`src/hdl/rabfz_pkg.sv`:
```
package rabfz_pkg;

  localparam int unsigned POS_W     = 11;
  localparam int unsigned WORD_BITS = 64;
  localparam int unsigned OFS_W     = 6;
  localparam int unsigned WIDX_W    = POS_W - OFS_W;
  localparam int unsigned PC_W      = OFS_W + 1;

  localparam logic [1:0] OP_SET    = 2'd0;
  localparam logic [1:0] OP_CLEAR  = 2'd1;
  localparam logic [1:0] OP_COUNT  = 2'd2;
  localparam logic [1:0] OP_SEARCH = 2'd3;

  typedef struct packed {
    logic [WORD_BITS-1:0] wdata;
    logic [PC_W-1:0]      ones;
    logic                 zfound;
    logic [OFS_W-1:0]     zidx;
  } word_res_t;

endpackage

```
`src/hdl/rabfz_word.sv`:
```
module rabfz_word
  import rabfz_pkg::*;
(
  input  logic [1:0]           op_i,
  input  logic [WORD_BITS-1:0] rdata_i,
  input  logic                 first_i,
  input  logic                 last_i,
  input  logic [OFS_W-1:0]     st_ofs_i,
  input  logic [OFS_W-1:0]     ed_ofs_i,
  output word_res_t            res_o
);

  logic [WORD_BITS-1:0] lo_mask;
  logic [WORD_BITS-1:0] hi_mask;
  logic [WORD_BITS-1:0] mask;
  logic [WORD_BITS-1:0] ones_in;
  logic [WORD_BITS-1:0] zeros_in;

  assign lo_mask  = first_i ? ({WORD_BITS{1'b1}} << st_ofs_i) : {WORD_BITS{1'b1}};
  assign hi_mask  = last_i ? ({WORD_BITS{1'b1}} >> (OFS_W'(WORD_BITS - 1) - ed_ofs_i))
                           : {WORD_BITS{1'b1}};
  assign mask     = lo_mask & hi_mask;
  assign ones_in  = rdata_i & mask;
  assign zeros_in = ~rdata_i & mask;

  always_comb begin
    res_o = '0;
    case (op_i)
      OP_SET:   res_o.wdata = rdata_i | mask;
      OP_CLEAR: res_o.wdata = rdata_i & ~mask;
      default:  res_o.wdata = rdata_i;
    endcase
    for (int i = 0; i < WORD_BITS; i++) begin
      res_o.ones = res_o.ones + PC_W'(ones_in[i]);
    end
    // lowest zero wins
    for (int i = WORD_BITS - 1; i >= 0; i--) begin
      if (zeros_in[i]) begin
        res_o.zidx = OFS_W'(i);
      end
    end
    res_o.zfound = |zeros_in;
  end

endmodule

```
`src/hdl/range_assign_bitmap_first_zero.sv`:
```
// Bitmap over positions 1..S (S = active_size clamped to 1..MAX_POSITIONS) kept as
// 64-bit words in one synchronous RAM. Ops on an inclusive range, clipped to 1..S
// (start 0 acts as 1): set to ones, clear, count ones, find lowest zero. Each op
// sweeps the RAM words its range covers, one read-modify-write per cycle with the
// read of the next word overlapped, and a search ends at the first word holding a
// zero; an empty range goes straight to the result. Writing active_size clears the
// bitmap at once through per-word valid flops (no clearing pass); write it only
// while idle. One result word per input word; the output register lets the result wait.
module range_assign_bitmap_first_zero
  import rabfz_pkg::*;
#(
  parameter int unsigned MAX_POSITIONS = 1024
) (
  input  logic             clk_i,
  input  logic             rst_ni,
  input  logic             cfg_we_i,
  input  logic [POS_W-1:0] cfg_wdata_i,     // active_size
  input  logic             s_axis_tvalid,
  output logic             s_axis_tready,
  input  logic [23:0]      s_axis_tdata,    // op[1:0], range_start[12:2], range_end[23:13]
  output logic             m_axis_tvalid,
  input  logic             m_axis_tready,
  output logic [23:0]      m_axis_tdata     // ones_count[10:0], zero_position[21:11],
                                            // found[22], zero[23]
);

  // highest position an 11-bit field can reach
  localparam int unsigned MAX_CLIP_I = (MAX_POSITIONS > 2047) ? 2047 : MAX_POSITIONS;
  localparam logic [POS_W-1:0] MAX_CLIP = POS_W'(MAX_CLIP_I);
  localparam int unsigned DEPTH = (MAX_CLIP_I >> OFS_W) + 1;
  localparam int unsigned AW = (DEPTH > 1) ? $clog2(DEPTH) : 1;

  localparam logic [1:0] ST_IDLE = 2'd0;
  localparam logic [1:0] ST_RUN  = 2'd1;
  localparam logic [1:0] ST_FIN  = 2'd2;

  logic [1:0]        state_q, state_d;
  logic [POS_W-1:0]  size_q;
  logic [1:0]        op_q;
  logic [POS_W-1:0]  st_q, ed_q;
  logic [WIDX_W-1:0] wrd_q, wrd_d;
  logic [POS_W-1:0]  cnt_q, cnt_d;
  logic [POS_W-1:0]  pos_q, pos_d;
  logic              fnd_q, fnd_d;
  logic              out_vld_q;
  logic [23:0]       out_data_q;
  logic [DEPTH-1:0]  vld_q;

  // RAM
  logic [WORD_BITS-1:0] mem [DEPTH];
  logic [WORD_BITS-1:0] rdata_q;
  logic                 rvld_q;
  logic                 mem_re, mem_we;
  logic [WIDX_W-1:0]    raddr;

  // input decode and clipping
  logic [1:0]       in_op;
  logic [POS_W-1:0] in_st, in_ed, eff_size, st_c, ed_c;
  logic             accept, empty;

  assign in_op = s_axis_tdata[1:0];
  assign in_st = s_axis_tdata[12:2];
  assign in_ed = s_axis_tdata[23:13];

  assign eff_size = (size_q == '0) ? POS_W'(1) : ((size_q > MAX_CLIP) ? MAX_CLIP : size_q);
  assign st_c     = (in_st == '0) ? POS_W'(1) : in_st;
  assign ed_c     = (in_ed > eff_size) ? eff_size : in_ed;
  assign empty    = st_c > ed_c;

  assign s_axis_tready = (state_q == ST_IDLE);
  assign accept        = s_axis_tvalid && s_axis_tready;

  // word unit
  word_res_t wres;
  logic      is_last;

  assign is_last = (wrd_q == ed_q[POS_W-1:OFS_W]);

  rabfz_word u_word (
    .op_i     (op_q),
    .rdata_i  (rvld_q ? rdata_q : '0),
    .first_i  (wrd_q == st_q[POS_W-1:OFS_W]),
    .last_i   (is_last),
    .st_ofs_i (st_q[OFS_W-1:0]),
    .ed_ofs_i (ed_q[OFS_W-1:0]),
    .res_o    (wres)
  );

  logic out_free;
  assign out_free = !out_vld_q || m_axis_tready;

  always_comb begin
    state_d = state_q;
    wrd_d   = wrd_q;
    cnt_d   = cnt_q;
    pos_d   = pos_q;
    fnd_d   = fnd_q;
    mem_re  = 1'b0;
    mem_we  = 1'b0;
    raddr   = wrd_q + WIDX_W'(1);
    case (state_q)
      ST_IDLE: begin
        raddr = st_c[POS_W-1:OFS_W];
        if (accept) begin
          cnt_d = '0;
          pos_d = '0;
          fnd_d = 1'b0;
          wrd_d = st_c[POS_W-1:OFS_W];
          if (empty) begin
            state_d = ST_FIN;
          end else begin
            mem_re  = 1'b1;
            state_d = ST_RUN;
          end
        end
      end
      ST_RUN: begin
        mem_we = (op_q == OP_SET) || (op_q == OP_CLEAR);
        cnt_d  = cnt_q + POS_W'(wres.ones);
        if ((op_q == OP_SEARCH) && wres.zfound) begin
          pos_d   = {wrd_q, wres.zidx};
          fnd_d   = 1'b1;
          state_d = ST_FIN;
        end else if (is_last) begin
          state_d = ST_FIN;
        end else begin
          mem_re = 1'b1;
          wrd_d  = wrd_q + WIDX_W'(1);
        end
      end
      ST_FIN: begin
        if (out_free) begin
          state_d = ST_IDLE;
        end
      end
      default: state_d = ST_IDLE;
    endcase
  end

  // RAM: next-word read never hits the word being written
  always_ff @(posedge clk_i) begin
    if (mem_we) begin
      mem[wrd_q[AW-1:0]] <= wres.wdata;
    end
    if (mem_re) begin
      rdata_q <= mem[raddr[AW-1:0]];
    end
  end

  always_ff @(posedge clk_i or negedge rst_ni) begin
    if (!rst_ni) begin
      rvld_q <= 1'b0;
    end else if (mem_re) begin
      rvld_q <= vld_q[raddr[AW-1:0]];
    end
  end

  always_ff @(posedge clk_i or negedge rst_ni) begin
    if (!rst_ni) begin
      state_q   <= ST_IDLE;
      size_q    <= POS_W'(1024);
      vld_q     <= '0;
      out_vld_q <= 1'b0;
    end else begin
      state_q <= state_d;
      if (cfg_we_i) begin
        size_q <= cfg_wdata_i;
        vld_q  <= '0;
      end else if (mem_we) begin
        vld_q[wrd_q[AW-1:0]] <= 1'b1;
      end
      if (state_q == ST_FIN && out_free) begin
        out_vld_q <= 1'b1;
      end else if (m_axis_tready) begin
        out_vld_q <= 1'b0;
      end
    end
  end

  always_ff @(posedge clk_i) begin
    if (accept) begin
      op_q <= in_op;
      st_q <= st_c;
      ed_q <= ed_c;
    end
    wrd_q <= wrd_d;
    cnt_q <= cnt_d;
    pos_q <= pos_d;
    fnd_q <= fnd_d;
    if (state_q == ST_FIN && out_free) begin
      out_data_q <= {1'b0, fnd_q,
                     (op_q == OP_SEARCH) ? pos_q : POS_W'(0),
                     (op_q == OP_COUNT) ? cnt_q : POS_W'(0)};
    end
  end

  assign m_axis_tvalid = out_vld_q;
  assign m_axis_tdata  = out_data_q;

  a_ready_idle: assert property (@(posedge clk_i) disable iff (!rst_ni)
    s_axis_tready |-> (state_q == ST_IDLE))
    else $error("ready outside idle");

  a_cfg_clears: assert property (@(posedge clk_i) disable iff (!rst_ni)
    cfg_we_i |=> (vld_q == '0))
    else $error("valid bits not cleared by size write");

  a_no_write_idle: assert property (@(posedge clk_i) disable iff (!rst_ni)
    mem_we |-> (state_q == ST_RUN))
    else $error("RAM write outside sweep");

  a_fin_loads: assert property (@(posedge clk_i) disable iff (!rst_ni)
    (state_q == ST_FIN && out_free) |=> out_vld_q)
    else $error("result not loaded");

endmodule
```
`config.mk`:
```
export PLATFORM = sky130hd
export DESIGN_NAME = range_assign_bitmap_first_zero
export DESIGN_NICKNAME = d
export VERILOG_FILES = /design/src/hdl/rabfz_pkg.sv /design/src/hdl/rabfz_word.sv /design/src/hdl/range_assign_bitmap_first_zero.sv
export SDC_FILE = /design/constraint.sdc
export NUM_CORES = 2
export LEC_CHECK = 0
export BUFFER_PORTS_ARGS = -buffer_cell sky130_fd_sc_hd__buf_2
export CAP_MARGIN = 10
export CELL_PAD_IN_SITES_DETAIL_PLACEMENT = 0
export CELL_PAD_IN_SITES_GLOBAL_PLACEMENT = 1
export CORE_MARGIN = 3
export CORE_UTILIZATION = 50
export CTS_CLUSTER_SIZE = 14
export DETAILED_ROUTE_END_ITERATION = 8
export GPL_TIMING_DRIVEN = 0
export PLACE_DENSITY = 0.82
export SYNTH_ARGS = -nofsm -noshare
export SYNTH_HDL_FRONTEND = slang
export SYNTH_SLANG_ARGS = --single-unit
```
`constraint.sdc`:
```
create_clock -name clk_i -period 13.2 [get_ports clk_i]
set_input_delay 1.32 -clock clk_i [delete_from_list [all_inputs] [get_ports clk_i]]
set_output_delay 1.32 -clock clk_i [all_outputs]
set_load 0.005 [all_outputs]
```
==> impl_metrics.env <==
export IMPL_routed_via_count=39400
export IMPL_dpl_hpwl_mm=138
export IMPL_clk_path_buf_depth=3
export IMPL_synth_enable_flop_cells=1227
export IMPL_netlist_area_mm2=0.0565
export IMPL_critical_path_max_stage_delay_ps=810
export IMPL_cts_tree="built"
export IMPL_global_route_overflow_total=0
export IMPL_total_wire_length_mm=187
export IMPL_power_leakage_nw=22.1
export IMPL_power_ir_vdd_worst_uv=972
export IMPL_start_util_pct=50.7
export IMPL_finalWorstPathRequiredPeriod_ps=12830
export IMPL_power_total_w=0.0187
export IMPL_finalSetupViolCount=0
export IMPL_numClockSinks=1259
export IMPL_clk_latency_ps=770
export IMPL_stdcell_count=6294
export IMPL_netlist_top_cells_area="edfxtp_1, a211oi_1, nand2_1"
export IMPL_place_ws_ps=421
export IMPL_postSynthNetCount=4518
export IMPL_rsz0062_at_grt="false"
export IMPL_dieArea_mm2=0.117
export IMPL_fmax_mhz=78.0
export IMPL_detailedRoute_firstIterationViolations=4863
export IMPL_hold_worst_slack_ps=447
export IMPL_syn_area_per_cell_um2=12.9
export IMPL_critPathSlowestCell="clkdlybuf4s15_1"
export IMPL_yosys_cell_types_count=85
export IMPL_timing_critical_path_fanout_max=10
export IMPL_top_ports=66
export IMPL_grt_start_max_net_pins=33
export IMPL_final_max_slew_viol_count=0
export IMPL_number_of_port_buffers=63
export IMPL_ys_seq_elements=1259
export IMPL_yosysTopAreaCell="edfxtp_1"
export IMPL_cts_setup_buffers=0
export IMPL_antenna_found_initial=5
export IMPL_area_added_between_synthesis_and_finish_pct=14.9
export IMPL_power_density_mw_per_mm2=289
export IMPL_ys_warn_count=0
export IMPL_remaining_antenna_violation_count=0
export IMPL_worst_pin_slew_ps=1350
export IMPL_place_congestion=1.02
export IMPL_timing_hold_violations_final=0
export IMPL_cp_common_cell="fa_1"
export IMPL_timing_slew_headroom_pct=9.77
export IMPL_setup_worst_path_start_class="flop"
export IMPL_drt_pass1_iterations=6
export IMPL_synth_top_cell_area_share_pct=65.2
export IMPL_setup_slack_ps=372
export IMPL_timing_rr_start="rvld_q"
export IMPL_grtUsageTotal_pct=31.9
export IMPL_dp_cells=6044
export IMPL_crit_path_start="rvld_q"
export IMPL_max_cap_violations=0
export IMPL_route_detailed_drc=0
export IMPL_crit_path_end_kind="flop"
export IMPL_core_area_mm2=0.111
export IMPL_drt_vias_per_instance=6.26
export IMPL_synth_flop_cell="edfxtp_1"
export IMPL_numCtsBuffers=131
export IMPL_part_of_the_yosys_area_used_for_sequential_elements_pct=66.6
export IMPL_required_ps=13690
export IMPL_status="finished, final reports clean"
export IMPL_netlist_instances=4374
export IMPL_core_rowCount=122
export IMPL_post_drt_wl_per_cell_um=29.7
export IMPL_finClkSkew_ps=25.8
export IMPL_finish_net_count=4838
export IMPL_timing_hold_worst_class="flop to flop"
export IMPL_grt_first_pass_wirelength_mm=268
export IMPL_cts_hold_buffers=0
export IMPL_crit_end="cnt_q[10]"
export IMPL_worst_setup_path_type="flop to flop"
export IMPL_reg2reg_to="cnt_q[10]"
export IMPL_grt_pass1_vias=38300
export IMPL_die_width_um=342
export IMPL_worst_r2r_setup_slack_ps=370
export IMPL_cts_reportedPaths_clkPinSlew_ps=60
export IMPL_htreeDepth=4
export IMPL_fin_setup_tns_ps=0
export IMPL_synth_async_sr_flop_share_pct=2.54
export IMPL_die_height_um=342
export IMPL_ctsResizeCount=0
export IMPL_post_route_period_util_pct=97.2
export IMPL_cts_root_buf="clkbuf_16"
export IMPL_worst_ep_arrival_time_ps=13310
export IMPL_r2r_cells=31
export IMPL_drive_gt1_share_pct=10.7
[kinds of logic after synthesis]
group | synth area share, %
AO/OA/AOI/OAI | 14.2
other | 0.00664
adder cells (fa/ha/maj) | 3.03
AND/OR/NAND/NOR | 11.4
buffers and inverters | 2.87
multiplexers | 1.44
flip-flops | 66.6
XOR/XNOR | 0.445
[cells in the final DEF (no fill, tap or decap), types with 31 or more instances in the layout]
cell	n
edfxtp_1	1227
nand2_1	652
a211oi_1	399
clkbuf_1	316
and2_1	290
nor2_1	175
a31oi_1	140
a21oi_1	134
a311oi_1	134
clkbuf_16	133
inv_1	94
a21o_1	80
buf_2	70
o21ai_0	57
fa_1	55
nand3_1	52
ha_1	49
buf_4	47
mux2i_1	36
buf_12	35
dfrtp_1	31
[Yosys cell counts, types with 10 or more instances]
master,number
o21ai_0,60
nand2_1,652
mux2i_1,59
o211ai_1,21
nand4_1,16
ha_1,49
o221ai_1,11
nand2b_1,17
or2_2,24
fa_1,55
inv_1,94
o21a_1,11
and3_1,22
o31ai_1,17
o22ai_1,23
nor2b_1,25
buf_1,14
xnor2_1,15
a21o_1,80
a311oi_1,134
mux2_2,20
a31oi_1,140
nor3_1,24
a21oi_1,134
a211oi_1,399
and2_1,290
nand3_1,52
dfrtp_1,31
edfxtp_1,1227
or3_1,19
clkbuf_1,303
xor2_1,10
nor2_1,192
[through the flow]
| stage | util, % | cell area, um2 |
|---|---|---|
| 2_1_floorplan | - | 56500 |
| 3_3_place_gp | 52.7 | 58700 |
| 3_5_place_dp | 54.4 | 60700 |
| 4_1_cts | 58.2 | 64900 |
| 5_1_grt | 58.3 | 64900 |
| 6_report | 58.3 | 64900 |
[area by class of cell]
| class | count | area (um2) |
|---|---|---|
| clock buffers | 157 | 3420 |
| multi-input cells | 2693 | 17500 |
| plain buffers | 328 | 1290 |
| diodes | 5 | 12.5 |
| flip-flops and latches | 1259 | 37600 |
| well taps | 1488 | 1860 |
| fillers | 8833 | 46500 |
| inverters | 94 | 353 |
| repair buffers | 187 | 2040 |
| clock inverters | 83 | 790 |
[how the worst min path moves through the flow]
stage,start,to,slack [ps],depth (start not counted)
floorplan,fnd_q,m_axis_tdata[22],400,0
global placement,fnd_q,m_axis_tdata[22],400,0
detailed placement,fnd_q,m_axis_tdata[22],430,0
CTS,fnd_q,m_axis_tdata[22],440,0
global route,fnd_q,m_axis_tdata[22],460,0
finish,fnd_q,m_axis_tdata[22],450,0
[where the power goes]
group          total, W  internal (W)  leakage [nW]  switching, W
logic           0.00985       0.00332          8.43       0.00653
registers       0.00528       0.00511          11.7      0.000166
clock network   0.00361       0.00205          2.06       0.00156
total            0.0187        0.0105          22.1       0.00826
[per-layer routing]
metal	wire length, um	track usage (%)
met3	17100	6.50
met4	11200	17.3
met1	75200	43.6
met5	34	0
met2	83300	48.3
[critical path: cells and delay by family (launching register included)]
family / cells / cell delay (ps)
AND/OR/NAND/NOR: 4 / 520
buffers and inverters: 10 / 4740
adder cells (fa/ha/maj): 11 / 5660
XOR/XNOR: 1 / 160
flip-flops: 1 / 540
AO/OA/AOI/OAI: 5 / 940
[registers in the layout, indices dropped and copies added, names as in the netlist]
register,count
pos_q,11
mem,1088
state_q,2
m_axis_tvalid,1
wrd_q,5
vld_q,17
op_q,2
ed_q,11
cnt_q,11
rvld_q,1
fnd_q,1
rdata_q,64
size_q,11
m_axis_tdata,23
st_q,11
Power figures use the tool's default switching activity.
